==> src/uefbs_pkg.sv <==
`default_nettype none

package uefbs_pkg;

  typedef enum logic [2:0] {
    PH_HEADER    = 3'b001,
    PH_CHUNK_HDR = 3'b010,
    PH_BODY      = 3'b100
  } phase_e;

  localparam logic [15:0] KIND_DATA  = 16'h0100;
  localparam logic [15:0] KIND_TONE  = 16'h0110;
  localparam logic [15:0] KIND_DUMMY = 16'h0111;
  localparam logic [15:0] KIND_GAP   = 16'h0112;

  localparam logic [7:0]  DUMMY_BYTE    = 8'h41;
  localparam logic [3:0]  CHUNK_HDR_LEN = 4'd6;

  localparam int unsigned RUN_W  = 17;
  localparam int unsigned SLOTS  = 22;
  localparam int unsigned SLOT_W = 5;

  localparam logic [SLOT_W-1:0] SLOT_PRE  = 5'd0;
  localparam logic [SLOT_W-1:0] SLOT_POST = 5'd21;

  // floor(ms * 125 / 104) == (ms * MS_RECIP) >> MS_SHIFT for every 16-bit ms
  localparam logic [23:0] MS_RECIP = 24'd10082462;
  localparam int unsigned MS_SHIFT = 23;

  typedef struct packed {
    logic [SLOTS-1:0]  levels;
    logic [SLOT_W-1:0] first;
    logic [SLOT_W-1:0] idx_end;
    logic [15:0]       ms_a;
    logic [15:0]       ms_b;
  } job_t;

endpackage

`default_nettype wire

==> src/uefbs_parser.sv <==
`default_nettype none

module uefbs_parser
  import uefbs_pkg::*;
#(
  parameter int unsigned HEADER_BYTES = 12
) (
  input  wire logic       clk_i,
  input  wire logic       rst_ni,
  input  wire logic       accept_i,
  input  wire logic [7:0] data_byte_i,
  input  wire logic       file_start_i,
  input  wire logic       take_i,
  output logic            job_valid_o,
  output job_t            job_o
);

  phase_e      phase_q, phase_d;
  logic [3:0]  hcnt_q, hcnt_d;
  logic [15:0] kind_q, kind_d;
  logic [31:0] rem_q, rem_d;
  logic [2:0]  bidx_q, bidx_d;
  logic [7:0]  dshift_q, dshift_d;
  logic [15:0] pre_q, pre_d;
  logic        job_valid_q;
  job_t        job_q, job_d;
  logic        produce;
  logic        skip;
  logic [15:0] ms_w;

  always_comb begin
    phase_d  = phase_q;
    hcnt_d   = hcnt_q;
    kind_d   = kind_q;
    rem_d    = rem_q;
    bidx_d   = bidx_q;
    dshift_d = dshift_q;
    pre_d    = pre_q;
    skip     = 1'b0;
    produce  = 1'b0;
    ms_w     = {data_byte_i, dshift_q};
    job_d    = '0;

    if (file_start_i) begin
      phase_d  = PH_HEADER;
      hcnt_d   = '0;
      kind_d   = '0;
      rem_d    = '0;
      bidx_d   = '0;
      dshift_d = '0;
      pre_d    = '0;
      ms_w     = {data_byte_i, 8'h00};
    end

    if (phase_d == PH_HEADER) begin
      if (hcnt_d < 4'(HEADER_BYTES)) begin
        hcnt_d = hcnt_d + 4'd1;
        skip   = 1'b1;
      end else begin
        phase_d = PH_CHUNK_HDR;
        hcnt_d  = '0;
      end
    end

    if (!skip && phase_d == PH_CHUNK_HDR) begin
      case (hcnt_d)
        4'd0:    kind_d = {8'h00, data_byte_i};
        4'd1:    kind_d[15:8] = data_byte_i;
        4'd2:    rem_d = {24'h000000, data_byte_i};
        4'd3:    rem_d[15:8] = data_byte_i;
        4'd4:    rem_d[23:16] = data_byte_i;
        default: rem_d[31:24] = data_byte_i;
      endcase
      hcnt_d = hcnt_d + 4'd1;
      if (hcnt_d >= CHUNK_HDR_LEN) begin
        hcnt_d  = '0;
        bidx_d  = '0;
        phase_d = (rem_d == 32'd0) ? PH_CHUNK_HDR : PH_BODY;
      end
    end else if (!skip && phase_d == PH_BODY) begin
      if (kind_d == KIND_DATA) begin
        produce             = 1'b1;
        job_d.levels[9:0]   = {1'b1, data_byte_i, 1'b0};
        job_d.first         = SLOT_PRE;
        job_d.idx_end       = 5'd9;
        job_d.ms_a          = 16'd1;
      end else if (kind_d == KIND_TONE || kind_d == KIND_GAP) begin
        if (bidx_d == 3'd0) begin
          dshift_d = data_byte_i;
        end else if (bidx_d == 3'd1) begin
          produce         = (ms_w != 16'd0);
          job_d.levels[0] = (kind_d == KIND_TONE);
          job_d.first     = SLOT_PRE;
          job_d.idx_end   = SLOT_PRE;
          job_d.ms_a      = ms_w;
        end
      end else if (kind_d == KIND_DUMMY) begin
        if (bidx_d == 3'd0 || bidx_d == 3'd2) begin
          dshift_d = data_byte_i;
        end else if (bidx_d == 3'd1) begin
          pre_d = ms_w;
        end else if (bidx_d == 3'd3) begin
          produce       = 1'b1;
          job_d.levels  = {1'b1, 1'b1, DUMMY_BYTE, 1'b0, 1'b1, DUMMY_BYTE, 1'b0, 1'b1};
          job_d.first   = (pre_d != 16'd0) ? SLOT_PRE : 5'd1;
          job_d.idx_end = (ms_w != 16'd0) ? SLOT_POST : 5'd20;
          job_d.ms_a    = pre_d;
          job_d.ms_b    = ms_w;
        end
      end
      if (bidx_d != 3'd4) begin
        bidx_d = bidx_d + 3'd1;
      end
      rem_d = rem_d - 32'd1;
      if (rem_d == 32'd0) begin
        phase_d = PH_CHUNK_HDR;
        hcnt_d  = '0;
      end
    end
  end

  always_ff @(posedge clk_i or negedge rst_ni) begin
    if (!rst_ni) begin
      phase_q     <= PH_HEADER;
      hcnt_q      <= '0;
      kind_q      <= '0;
      rem_q       <= '0;
      bidx_q      <= '0;
      dshift_q    <= '0;
      pre_q       <= '0;
      job_valid_q <= 1'b0;
    end else begin
      if (accept_i) begin
        phase_q  <= phase_d;
        hcnt_q   <= hcnt_d;
        kind_q   <= kind_d;
        rem_q    <= rem_d;
        bidx_q   <= bidx_d;
        dshift_q <= dshift_d;
        pre_q    <= pre_d;
      end
      if (accept_i && produce) begin
        job_valid_q <= 1'b1;
      end else if (take_i) begin
        job_valid_q <= 1'b0;
      end
    end
  end

  always_ff @(posedge clk_i) begin
    if (accept_i && produce) begin
      job_q <= job_d;
    end
  end

  assign job_valid_o = job_valid_q;
  assign job_o       = job_q;

endmodule

`default_nettype wire

==> src/uefbs_emitter.sv <==
`default_nettype none

module uefbs_emitter
  import uefbs_pkg::*;
(
  input  wire logic            clk_i,
  input  wire logic            rst_ni,
  input  wire logic            job_valid_i,
  input  wire job_t            job_i,
  output logic                 take_o,
  output logic                 out_valid_o,
  input  wire logic            out_stall_i,
  output logic                 level_o,
  output logic [RUN_W-1:0]     run_length_o,
  output logic                 last_o
);

  logic                busy_q, busy_d;
  logic [SLOT_W-1:0]   idx_q, idx_d;
  logic [SLOT_W-1:0]   end_q;
  logic [SLOTS-1:0]    lv_q;
  logic [RUN_W-1:0]    len_a_q, len_b_q;
  logic                out_valid_q, out_valid_d;
  logic                level_q;
  logic [RUN_W-1:0]    run_q, run_d;
  logic                last_q;
  logic                adv;
  logic                at_end;
  logic [39:0]         prod_a, prod_b;

  assign adv    = !out_valid_q || !out_stall_i;
  assign at_end = (idx_q == end_q);
  assign take_o = job_valid_i && (!busy_q || (adv && at_end));

  assign prod_a = 40'(job_i.ms_a) * 40'(MS_RECIP);
  assign prod_b = 40'(job_i.ms_b) * 40'(MS_RECIP);

  always_comb begin
    busy_d      = busy_q;
    idx_d       = idx_q;
    out_valid_d = out_valid_q;
    if (idx_q == SLOT_PRE) begin
      run_d = len_a_q;
    end else if (idx_q == SLOT_POST) begin
      run_d = len_b_q;
    end else begin
      run_d = RUN_W'(1);
    end
    if (adv) begin
      out_valid_d = busy_q;
      if (busy_q) begin
        idx_d = idx_q + 5'd1;
        if (at_end) begin
          busy_d = 1'b0;
        end
      end
    end
    if (take_o) begin
      busy_d = 1'b1;
      idx_d  = job_i.first;
    end
  end

  always_ff @(posedge clk_i or negedge rst_ni) begin
    if (!rst_ni) begin
      busy_q      <= 1'b0;
      out_valid_q <= 1'b0;
    end else begin
      busy_q      <= busy_d;
      out_valid_q <= out_valid_d;
    end
  end

  always_ff @(posedge clk_i) begin
    idx_q <= idx_d;
    if (take_o) begin
      end_q   <= job_i.idx_end;
      lv_q    <= job_i.levels;
      len_a_q <= prod_a[39:MS_SHIFT];
      len_b_q <= prod_b[39:MS_SHIFT];
    end
    if (adv && busy_q) begin
      level_q <= lv_q[idx_q];
      run_q   <= run_d;
      last_q  <= at_end;
    end
  end

  assign out_valid_o  = out_valid_q;
  assign level_o      = level_q;
  assign run_length_o = run_q;
  assign last_o       = last_q;

endmodule

`default_nettype wire

==> src/uef_tape_chunk_to_bitstream_core.sv <==
// A byte's first run passes the parser job register, the sequencer index and the output register.
// Throughput: one run per cycle from the run sequencer while out_stall_i is low; a data byte
// gives ten runs, a tone or gap chunk's second body byte one, a dummy chunk's fourth body byte
// twenty to twenty-two. Other bytes give no run; input stalls while a job waits untaken.
// Reset: asynchronous, active low; returns the parser to header skip and empties all stages.
`default_nettype none

module uef_tape_chunk_to_bitstream_core
  import uefbs_pkg::*;
#(
  parameter int unsigned HEADER_BYTES = 12
) (
  input  wire logic             clk_i,
  input  wire logic             rst_ni,
  input  wire logic             in_valid_i,
  output logic                  in_stall_o,
  input  wire logic [7:0]       data_byte_i,
  input  wire logic             file_start_i,
  output logic                  out_valid_o,
  input  wire logic             out_stall_i,
  output logic                  level_o,
  output logic [RUN_W-1:0]      run_length_o,
  output logic                  last_o
);

  logic job_valid;
  job_t job;
  logic take;
  logic accept;

  assign in_stall_o = job_valid && !take;
  assign accept     = in_valid_i && !in_stall_o;

  uefbs_parser #(
    .HEADER_BYTES(HEADER_BYTES)
  ) u_parser (
    .clk_i       (clk_i),
    .rst_ni      (rst_ni),
    .accept_i    (accept),
    .data_byte_i (data_byte_i),
    .file_start_i(file_start_i),
    .take_i      (take),
    .job_valid_o (job_valid),
    .job_o       (job)
  );

  uefbs_emitter u_emitter (
    .clk_i       (clk_i),
    .rst_ni      (rst_ni),
    .job_valid_i (job_valid),
    .job_i       (job),
    .take_o      (take),
    .out_valid_o (out_valid_o),
    .out_stall_i (out_stall_i),
    .level_o     (level_o),
    .run_length_o(run_length_o),
    .last_o      (last_o)
  );

endmodule

`default_nettype wire
==> config.mk <==
export PLATFORM = sky130hd
export DESIGN_NAME = uef_tape_chunk_to_bitstream_core
export DESIGN_NICKNAME = d
export VERILOG_FILES = /design/src/uefbs_pkg.sv /design/src/uefbs_parser.sv /design/src/uefbs_emitter.sv /design/src/uef_tape_chunk_to_bitstream_core.sv
export SDC_FILE = /design/constraint.sdc
export NUM_CORES = 1
export LEC_CHECK = 0
export BUFFER_PORTS_ARGS = -buffer_cell sky130_fd_sc_hd__buf_2
export CORE_ASPECT_RATIO = 0.9
export CORE_MARGIN = 2
export CORE_UTILIZATION = 59
export CTS_BUF_LIST = sky130_fd_sc_hd__clkbuf_16
export DETAILED_ROUTE_END_ITERATION = 16
export PLACE_DENSITY = 0.75
export SYNTH_ARGS = -nofsm -noshare
export SYNTH_HDL_FRONTEND = slang
export SYNTH_SLANG_ARGS = --single-unit
export TNS_END_PERCENT = 1
==> constraint.sdc <==
create_clock -name clk_i -period 8.25 [get_ports clk_i]
set_input_delay 1.2375 -clock clk_i [delete_from_list [all_inputs] [get_ports clk_i]]
set_output_delay 1.2375 -clock clk_i [all_outputs]
set_load 0.03 [all_outputs]
==> summary.md, run 1 <==
| Metric | Value |
|---|---|
| Outcome | `finished, final reports clean` |
| Vias | `16,600` |
| Net Switching | `866 uW` |
| RSZ-0062 raised after global routing | `false` |
| PostCTS Resize Cnt | `0` |
| Seq pwr share | `0.428` |
| CP max FO | `8` |
| GR Overflow Total | `0` |
| Final total power | `2.84 mW` |
| Crit path from | `u_parser.job_o[7]$_SDFFCE_PP0P_` |
| DIE HEIGHT | `189 um` |
| Syn_area_per_cell | `9.89 um2` |
| 1st-pass router iterations | `6` |
| Nets | `2,838` |
| Slew margin rel. | `0.235` |
| Port buffer count | `33` |
| WS Path Type | `reg -> reg` |
| CP Data Required Time | `8.52 ns` |
| # diodes | `0` |
| Slew @ Worst Pin | `1.12 ns` |
| Total GRT Usage | `0.299` |
| Largest net degree at the start of global routing | `69` |
| Top cell type's share of synthesized area | `0.210` |
| Crit path time final | `7.08 ns` |
| Mapped Cells | `2,273` |
| Async SR Flop Fraction | `0.421` |
| CP Launch Type | `register` |
| Initial DRC count | `1,480` |
| Routed WL per cell | `20.7 um` |
| Max-cap viol count | `0` |
| CTS Buf Count | `23` |
| Avg Vias per Cell | `6.04` |
| Area contributors post-synth | `fa_1 (21%), ha_1 (19%), edfxtp_1 (16%), dfrtp_1 (9.3%), inv_1 (7.6%)` |
| Critical path endpoint category | `register` |
| Core area | `0.0374 mm2` |
| Reg clk slew, reported paths | `0.07 ns` |
| PD cells | `119 mW/mm2` |
| Sw Ratio | `0.305` |
| Min-delay src | `u_parser.job_o[44]$_SDFFCE_PP0P_` |
| Net Count, Synth | `2,855` |
| Dpl hpwl | `44,200 um` |
| Number of synthesized register bits | `202` |
| ANT nets after route | `0` |
| DRT Wirelength | `57,200 um` |
| Period utilization | `0.858` |
| Distinct cells, synth | `89` |
| Fin. Hold Viols | `0` |
| Sequential area share after synthesis | `0.251` |
| Clk network pwr share | `0.404` |
| CTS tree | `done` |
| FILL cells | `3,027` |
| Starting Density | `0.601` |
| Fin. max-slew vios | `0` |
| Setup_tns | `0 ns` |
| Post-CTS setup buffer count | `0` |
| Most common cell in the netlist | `inv_1` |
| Commonest cells post-synth | `inv_1 (456), ha_1 (333), fa_1 (236)` |
| First-pass GRT wire length | `92,600 um` |
| Reg-to-reg startpoint | `u_parser.job_o[7]$_SDFFCE_PP0P_` |
| Die width | `210 um` |
| Pre-CTS worst setup slack | `1.48 ns` |
| # hold bufs at CTS | `0` |
| DR DRC count | `0` |
| Rows | `67` |
| Uppermost layer routed | `met4` |
| CTS root buffer | `clkbuf_16` |
| GP Congestion | `0.946` |
| Area Overhead vs Synth | `6.21%` |
| Crit path DAT | `7.35 ns` |
| Final setup violation count | `0` |
| Worst Hold Class | `reg -> reg` |
| CTS H-tree depth | `1` |
| FMAX | `0.141 GHz` |
| Share of cells above drive strength 1 | `0.0528` |
| Bufs on Longest Clock Path | `3` |
| Synth Cell Area | `0.0225 mm2` |
| Internal power | `1.97 mW` |
| Yosys top cell by area | `fa_1` |
| M1 wire length | `24,100 um` |
| Post-synth EDFFs | `117` |
| Die footprint | `0.0397 mm2` |
| Vias in the first global route | `17,200` |
| Comb pwr share | `0.168` |
| YS warnings | `0` |
| Clock sinks | `202` |
| Routed wl met2 | `26,600 um` |
| Primary FF master, synth | `edfxtp_1` |
| Setup Skew | `0.0376 ns` |
| Initial antenna violation count | `0` |
| Leakage Power | `12.6 nW` |
| Final WS setup | `1.17 ns` |
| Clk_lat worst skew | `0.56 ns` |
| Routed wl met3 | `4950 um` |
| I/O Pins | `34` |
| Maximum VDD drop | `0.156 mV` |
critical path, stage by stage (launching register included):
cell and delay, ns:
edfxtp_1 0.57, fa_1 0.69, inv_1 0.09, fa_1 0.54, inv_1 0.05, fa_1 0.55
inv_1 0.06, fa_1 0.50, fa_1 0.43, fa_1 0.49, inv_1 0.04, ha_1 0.34
a21o_1 0.19, a21oi_1 0.28, o211ai_1 0.24, a2111oi_0 1.00, nor2_1 0.28, a311oi_1 0.35
xnor2_1 0.10
cell type report:
cell class	count	area, um2	area share
well taps	483	604	0.0253
multi-input cells	1525	14800	0.620
repair buffers	47	273	0.0114
inverters	457	1720	0.0718
flip-flops and latches	202	5640	0.236
clock buffers	23	576	0.0241
clock inverters	19	265	0.0111
power by group through the flow:
stage          combinational, mW  sequential (mW)  clock [mW]
6_report                   0.477             1.21        1.15
5_1_grt                    0.516             1.22        1.19
4_1_cts                    0.472             1.21        1.16
3_5_place_dp               0.468             1.23           0
3_3_place_gp               0.460             1.23           0
2_1_floorplan              0.308             1.25           0
per-layer routing:
| layer | global-route usage | vias to the layer above |
|---|---|---|
| met5 | 0 | - |
| met4 | 0.0824 | 0 |
| met3 | 0.0677 | 115 |
| met2 | 0.489 | 628 |
| met1 | 0.402 | 8161 |
| li1 | - | 7735 |
path summary, 6_finish.rpt:
kind | end | slack, ns | cells past startpoint
max in group asynchronous | u_emitter.out_valid_o$_DFFE_PN0P_ | 6.46 | 2
setup / recovery | u_emitter.len_b_q[14]$_DFFE_PP_ | 1.17 | 18
hold / removal | u_emitter.lv_q[2]$_DFFE_PP_ | 0.41 | 0
hold reg to reg | u_emitter.lv_q[2]$_DFFE_PP_ | 0.41 | 0
min in group asynchronous | u_parser.rem_q[8]$_DFFE_PN0P_ | 0.62 | 1
setup reg to reg | u_emitter.len_b_q[14]$_DFFE_PP_ | 1.17 | 18
per-stage QoR:
step / cells / cell area, um2 / util / hold WS, ns
5_1_grt: 2756 / 23900 / 0.639 / 0.425
2_1_floorplan: 2273 / 22500 / - / 0.400
6_report: 2756 / 23900 / 0.639 / 0.406
4_1_cts: 2756 / 23900 / 0.639 / 0.412
3_5_place_dp: 2714 / 23000 / 0.616 / 0.405
3_3_place_gp: 2714 / 23000 / 0.616 / 0.404
state kept, by name, indices dropped and copies added (netlist names), 8 cells and up:
| name | count |
|---|---|
| u_parser.kind_q | 16 |
| u_emitter.run_length_o | 17 |
| u_parser.dshift_q | 8 |
| u_parser.rem_q | 32 |
| u_emitter.len_b_q | 17 |
| u_parser.pre_q | 16 |
| u_emitter.lv_q | 11 |
| u_emitter.len_a_q | 17 |
| u_parser.job_o | 46 |
layout by cell type (no fill, tap or decap), types with 7 or more instances in the layout:
| master | n |
|---|---|
| edfxtp_1 | 117 |
| nand4_1 | 16 |
| buf_4 | 15 |
| o21ai_1 | 10 |
| ha_1 | 333 |
| or3_1 | 14 |
| fa_1 | 236 |
| a21o_1 | 41 |
| mux2i_1 | 10 |
| o31ai_1 | 13 |
| nand2_1 | 117 |
| xnor2_1 | 24 |
| a22oi_1 | 11 |
| a31oi_1 | 21 |
| a21oi_1 | 102 |
| o21a_1 | 9 |
| and2_1 | 9 |
| or2_2 | 10 |
| nand3_1 | 30 |
| a32oi_1 | 7 |
| a221oi_1 | 7 |
| clkbuf_16 | 23 |
| a211oi_1 | 16 |
| xor2_1 | 15 |
| nor2_1 | 101 |
| inv_1 | 456 |
| buf_2 | 32 |
| a22o_1 | 58 |
| dfrtp_1 | 84 |
| nor4_1 | 17 |
| nor2b_1 | 14 |
| and3_1 | 26 |
| nor3_1 | 37 |
| o21ai_0 | 90 |
cells by family after synthesis:
family | share of synthesized area
fa+ha+maj | 0.395
mux | 0.00646
flops | 0.251
simple gates | 0.0994
xor+xnor | 0.0152
buf+inv | 0.0915
compound gates | 0.141
Note: power is estimated with default switching activity, not from simulation.
==> run 2, diff against run 1 <==
CELL_PAD_IN_SITES_DETAIL_PLACEMENT = 0   (was unset)
CELL_PAD_IN_SITES_GLOBAL_PLACEMENT = 2   (was unset)
CORE_UTILIZATION = 43   (was 59)
PLACE_DENSITY = unset   (was 0.75)
PLACE_DENSITY_LB_ADDON = 0.1   (was unset)
==> run 2 against run 1 <==
Final cell count grew 7.7%. Worst hold slack gained 0.012 ns. Critical path depth is the same. Design area grew 1.0%. Sequential share of layout area shrank 0.24 points. Die area grew 36%. Wire length grew 11%. Non-clock buffer count grew 2. Count of clock-buffer cells in the layout grew 2. Global-route usage shrank 6.1 points. Register-to-register slack gained 0.24 ns. Clock power shrank 5%. Largest cell class unchanged. Largest power group unchanged.
==> summary.md, run 2 (synthesis gave the netlist of run 1 again) <==
| Metric | Value |
|---|---|
| Setup_tns | `0 ns` |
| Final WS setup | `1.42 ns` |
| Routed WL per cell | `21.4 um` |
| Period utilization | `0.828` |
| CTS tree | `done` |
| Port buffer count | `33` |
| Vias | `16,400` |
| CTS H-tree depth | `1` |
| Critical path endpoint category | `register` |
| DIE HEIGHT | `221 um` |
| Die footprint | `0.0541 mm2` |
| ANT nets after route | `0` |
| WS Path Type | `reg -> reg` |
| Worst Hold Class | `reg -> reg` |
| Starting Density | `0.435` |
| 1st-pass router iterations | `5` |
| Area Overhead vs Synth | `7.28%` |
| Fin util | `0.467` |
| Commonest cells after routing, fill and taps aside | `inv_1 (459), ha_1 (333), fa_1 (236), nand2_1 (117), edfxtp_1 (117)` |
| Final setup violation count | `0` |
| GR Util met2 | `0.355` |
| CTS root buffer | `clkbuf_16` |
| RSZ-0062 raised after global routing | `false` |
| Fin cells | `2,967` |
| I/O Pins | `34` |
| Slew @ Worst Pin | `1.20 ns` |
| Leading cell type in the layout, fill and taps excluded | `inv_1` |
| First-pass GRT wire length | `99,800 um` |
| Largest net degree at the start of global routing | `69` |
| CP max FO | `8` |
| DRT Wirelength | `63,400 um` |
| Maximum VDD drop | `0.149 mV` |
| Max reg flops | `46` |
| FMAX | `0.146 GHz` |
| Initial antenna violation count | `0` |
| Fin. max-slew vios | `0` |
| Core area | `0.0517 mm2` |
| Pre-CTS worst setup slack | `1.29 ns` |
| # hold bufs at CTS | `0` |
| Total GRT Usage | `0.238` |
| CP Launch Type | `register` |
| CTS Buf Count | `25` |
| Met1 GRT Util | `0.363` |
| PD cells | `116 mW/mm2` |
| Die width | `245 um` |
| GR Util met3 | `0.0307` |
| Leakage Power | `12.6 nW` |
| Share of cells above drive strength 1 | `0.0540` |
| Slew margin rel. | `0.196` |
| Rows | `79` |
| Clk_lat worst skew | `0.56 ns` |
| Reg clk slew, reported paths | `0.06 ns` |
| Vias in the first global route | `16,900` |
| Initial DRC count | `1,046` |
| Outcome | `finished, final reports clean` |
| Avg Vias per Cell | `5.54` |
| Crit path DAT | `7.12 ns` |
| Setup Skew | `0.0365 ns` |
| Nets | `2,842` |
| Max-cap viol count | `0` |
| CP Data Required Time | `8.53 ns` |
| Crit path time final | `6.83 ns` |
| # diodes | `0` |
| DR DRC count | `0` |
| GRT Max-Usage Layer | `met1` |
| Bufs on Longest Clock Path | `3` |
| Clock sinks | `202` |
| GR Overflow Total | `0` |
| Dpl cells | `2,921` |
| GP Congestion | `0.881` |
| PostCTS Resize Cnt | `0` |
| Post-CTS setup buffer count | `0` |
| Dpl hpwl | `49,300 um` |
| Fin. Hold Viols | `0` |
-- run 2: cell count changes in the layout (fill, tap and decap cells not counted), moves of 2 or more --
cell / change
clkinv_4: +2
clkbuf_16: +2
bufinv_16: -3
inv_1: +3
buf_4: +2
-- run 2: area by class of cell --
class	instances	area, um2
flip-flops and latches	202	5640
inverters	457	1720
clock buffers	25	626
repair buffers	49	288
fillers	4942	27600
well taps	688	861
clock inverters	21	175
multi-input cells	1525	14800
-- run 2: path summary, 6_finish.rpt --
check                                                 start                                 to  slack (ns)  depth (start not counted)
max in group asynchronous                            rst_ni  u_emitter.out_valid_o$_DFFE_PN0P_        6.39                          2
min in group asynchronous                            rst_ni     u_parser.rem_q[31]$_DFFE_PN0P_        0.63                          1
min                        u_parser.job_o[49]$_SDFFCE_PP0P_        u_emitter.lv_q[7]$_DFFE_PP_        0.42                          0
max                         u_parser.job_o[7]$_SDFFCE_PP0P_     u_emitter.len_b_q[9]$_DFFE_PP_        1.42                         18
max reg2reg                 u_parser.job_o[7]$_SDFFCE_PP0P_     u_emitter.len_b_q[9]$_DFFE_PP_        1.42                         18
min reg2reg                u_parser.job_o[49]$_SDFFCE_PP0P_        u_emitter.lv_q[7]$_DFFE_PP_        0.42                          0
-- run 2: critical path: stages, from the launching register on --
cell and delay, ns:
edfxtp_1 0.60, fa_1 0.67, inv_1 0.08, fa_1 0.55
inv_1 0.08, fa_1 0.53, inv_1 0.05, fa_1 0.49
fa_1 0.44, fa_1 0.49, inv_1 0.04, ha_1 0.34
a21o_1 0.18, a21oi_1 0.23, o211ai_1 0.24, a2111oi_0 0.84
nor2_1 0.29, a41oi_1 0.34, xnor2_1 0.09
-- run 2: power breakdown --
part	switching [mW]	total, mW	internal, mW
sequential	0.0706	1.21	1.14
clock	0.466	1.09	0.619
combinational	0.341	0.491	0.151
-- run 2: through the flow --
step / hold slack (ns) / area, um2 / total power, mW
after global routing: 0.429 / 24100 / 2.91
after CTS: 0.421 / 24100 / 2.82
after detailed placement: 0.406 / 23300 / 1.72
after global placement: 0.402 / 23300 / 1.72
final: 0.418 / 24100 / 2.79
after floorplan: 0.400 / 22500 / 1.56
-- run 2: per-layer routing --
metal	routed length, um	up-vias
met4	1600	0
li1	-	7751
met2	27000	413
met5	0	-
met3	3120	89
met1	31600	8182
==> run 3, diff against run 2 <==
CORE_UTILIZATION = 39   (was 43)
clock period = 5.9 ns   (was 8.25 ns; I/O delays follow)
==> run 3 against run 2 <==
The flow now finishes with violations (setup timing). Utilization decreased by 1.4 points. Clock power increased by 47%. Design area increased by 6.9%. Wire length increased by 4.1%. Critical path type unchanged.
==> summary.md, run 3 (synthesis gave the netlist of run 1 again) <==
| Metric | Value |
|---|---|
| Critical path endpoint category | `register` |
| CP Launch Type | `register` |
| Period utilization | `1.03` |
| Worst hold slack | `0.393 ns` |
| Maximum VDD drop | `0.193 mV` |
| RSZ-0062 raised after global routing | `true` |
| Setup Skew | `0.0385 ns` |
| Dpl cells | `3,149` |
| Fin. Hold Viols | `0` |
| Avg Vias per Cell | `5.28` |
| Outcome | `complete, but fails checks` |
| Vias in the first global route | `17,300` |
| CP Data Required Time | `6.18 ns` |
| Port buffer count | `33` |
| Dpl hpwl | `52,100 um` |
| Largest net degree at the start of global routing | `54` |
| Slew @ Worst Pin | `1.21 ns` |
| Final setup violation count | `9` |
| Vias | `16,900` |
| Fin. max-slew vios | `0` |
| Leading cell type in the layout, fill and taps excluded | `inv_1` |
| 1st-pass router iterations | `7` |
| WS Path Type | `reg -> reg` |
| Initial DRC count | `1,007` |
| Bufs on Longest Clock Path | `3` |
| DIE HEIGHT | `232 um` |
| Final WS setup | `-0.178 ns` |
| GR Overflow Total | `0` |
| Area Overhead vs Synth | `14.7%` |
| Die footprint | `0.0596 mm2` |
| Crit path time final | `6.08 ns` |
| I/O Pins | `34` |
| Pre-CTS worst setup slack | `-0.533 ns` |
| Initial antenna violation count | `1` |
| Fin cells | `3,206` |
| Core area | `0.0570 mm2` |
| Nets | `3,003` |
| Die width | `257 um` |
| Rows | `83` |
| Slew margin rel. | `0.185` |
| Max reg flops | `46` |
| Clock sinks | `202` |
| Clk_lat worst skew | `0.57 ns` |
| Crit path DAT | `6.36 ns` |
| FMAX | `0.165 GHz` |
| DR DRC count | `0` |
| GP Congestion | `0.897` |
| ANT nets after route | `0` |
| CTS Buf Count | `25` |
| Routed WL per cell | `20.6 um` |
| CTS H-tree depth | `1` |
| Max-cap viol count | `0` |
| CTS tree | `done` |
| DRT Wirelength | `66,000 um` |
| Leakage Power | `13.5 nW` |
| # hold bufs at CTS | `0` |
| CTS root buffer | `clkbuf_16` |
| Share of cells above drive strength 1 | `0.136` |
| Starting Density | `0.394` |
| PD cells | `155 mW/mm2` |
| FILL cells | `5,491` |
| Total GRT Usage | `0.225` |
| Flop-to-flop setup slack | `-0.18 ns` |
| First-pass GRT wire length | `103,000 um` |
| Reg clk slew, reported paths | `0.06 ns` |
| Setup_tns | `-0.672 ns` |
| Worst Hold Class | `in -> async` |
| Commonest cells after routing, fill and taps aside | `inv_1 (454), ha_1 (327), fa_1 (234), buf_4 (174), edfxtp_1 (117)` |
| Final total power | `3.99 mW` |
| CP max FO | `3` |
| Failing checks | `setup timing` |
[run 3: final cells by class]
type | count | area (um2) | share of cell area
Antenna cell | 1 | 2.50 | 0.0000970
Timing Repair Buffer | 210 | 1520 | 0.0589
Clock buffer | 25 | 626 | 0.0243
Inverter | 457 | 1720 | 0.0665
Multi-Input combinational cell | 1525 | 15100 | 0.586
Sequential cell | 202 | 5640 | 0.219
Tap cell | 765 | 957 | 0.0371
Clock inverter | 21 | 211 | 0.00820
[run 3: worst paths after layout]
path	start	to	depth (start not counted)
max in group asynchronous	rst_ni	u_emitter.out_valid_o$_DFFE_PN0P_	2
worst min-delay path	rst_ni	u_parser.rem_q[11]$_DFFE_PN0P_	1
min in group clk_i	u_parser.job_o[34]$_SDFFCE_PP0P_	u_emitter.end_q[2]$_DFFE_PP_	0
worst max-delay path	u_parser.job_o[29]$_SDFFCE_PP0P_	u_emitter.len_a_q[7]$_DFFE_PP_	21
worst max register to register	u_parser.job_o[29]$_SDFFCE_PP0P_	u_emitter.len_a_q[7]$_DFFE_PP_	21
worst min register to register	u_parser.job_o[34]$_SDFFCE_PP0P_	u_emitter.end_q[2]$_DFFE_PP_	0
[run 3: power by group]
part | internal [mW] | total [mW] | switching (mW)
clock | 0.947 | 1.60 | 0.653
sequential | 1.60 | 1.70 | 0.103
combinational | 0.213 | 0.691 | 0.478
[run 3: per-stage QoR]
| step | util | instance area, um2 |
|---|---|---|
| CTS | 0.449 | 25600 |
| finish | 0.452 | 25800 |
| global placement | 0.431 | 24600 |
| global route | 0.452 | 25800 |
| detailed placement | 0.431 | 24600 |
| floorplan | - | 22500 |
[run 3: timing repair]
action / 4_1_cts / 5_1_grt
setup endpoints to repair: 29 / 31
resized for setup: 31 / 37
cloned: 0 / 0
pin swaps: 27 / 31
setup buffers: 9 / 2
[run 3: layer usage]
metal | track usage | vias to the layer above | routed length (um)
li1 | - | 8061 | -
met1 | 0.334 | 8427 | 32300
met2 | 0.343 | 361 | 28500
met3 | 0.0347 | 90 | 3550
met4 | 0.0545 | 0 | 1580
met5 | 0 | - | 0
[run 3: critical path, stage by stage, from the launching register on]
cell and delay (ns):
edfxtp_1 0.42, fa_1 0.57, buf_4 0.11, inv_2 0.03
fa_1 0.48, fa_1 0.50, inv_1 0.05, fa_2 0.53
inv_2 0.04, fa_2 0.52, fa_1 0.43, inv_2 0.08
ha_4 0.19, a21o_1 0.16, a221oi_2 0.22, buf_4 0.15
nand3_2 0.07, or4_4 0.49, a31oi_4 0.25, o21ai_2 0.09
o41ai_2 0.32, xnor2_1 0.11
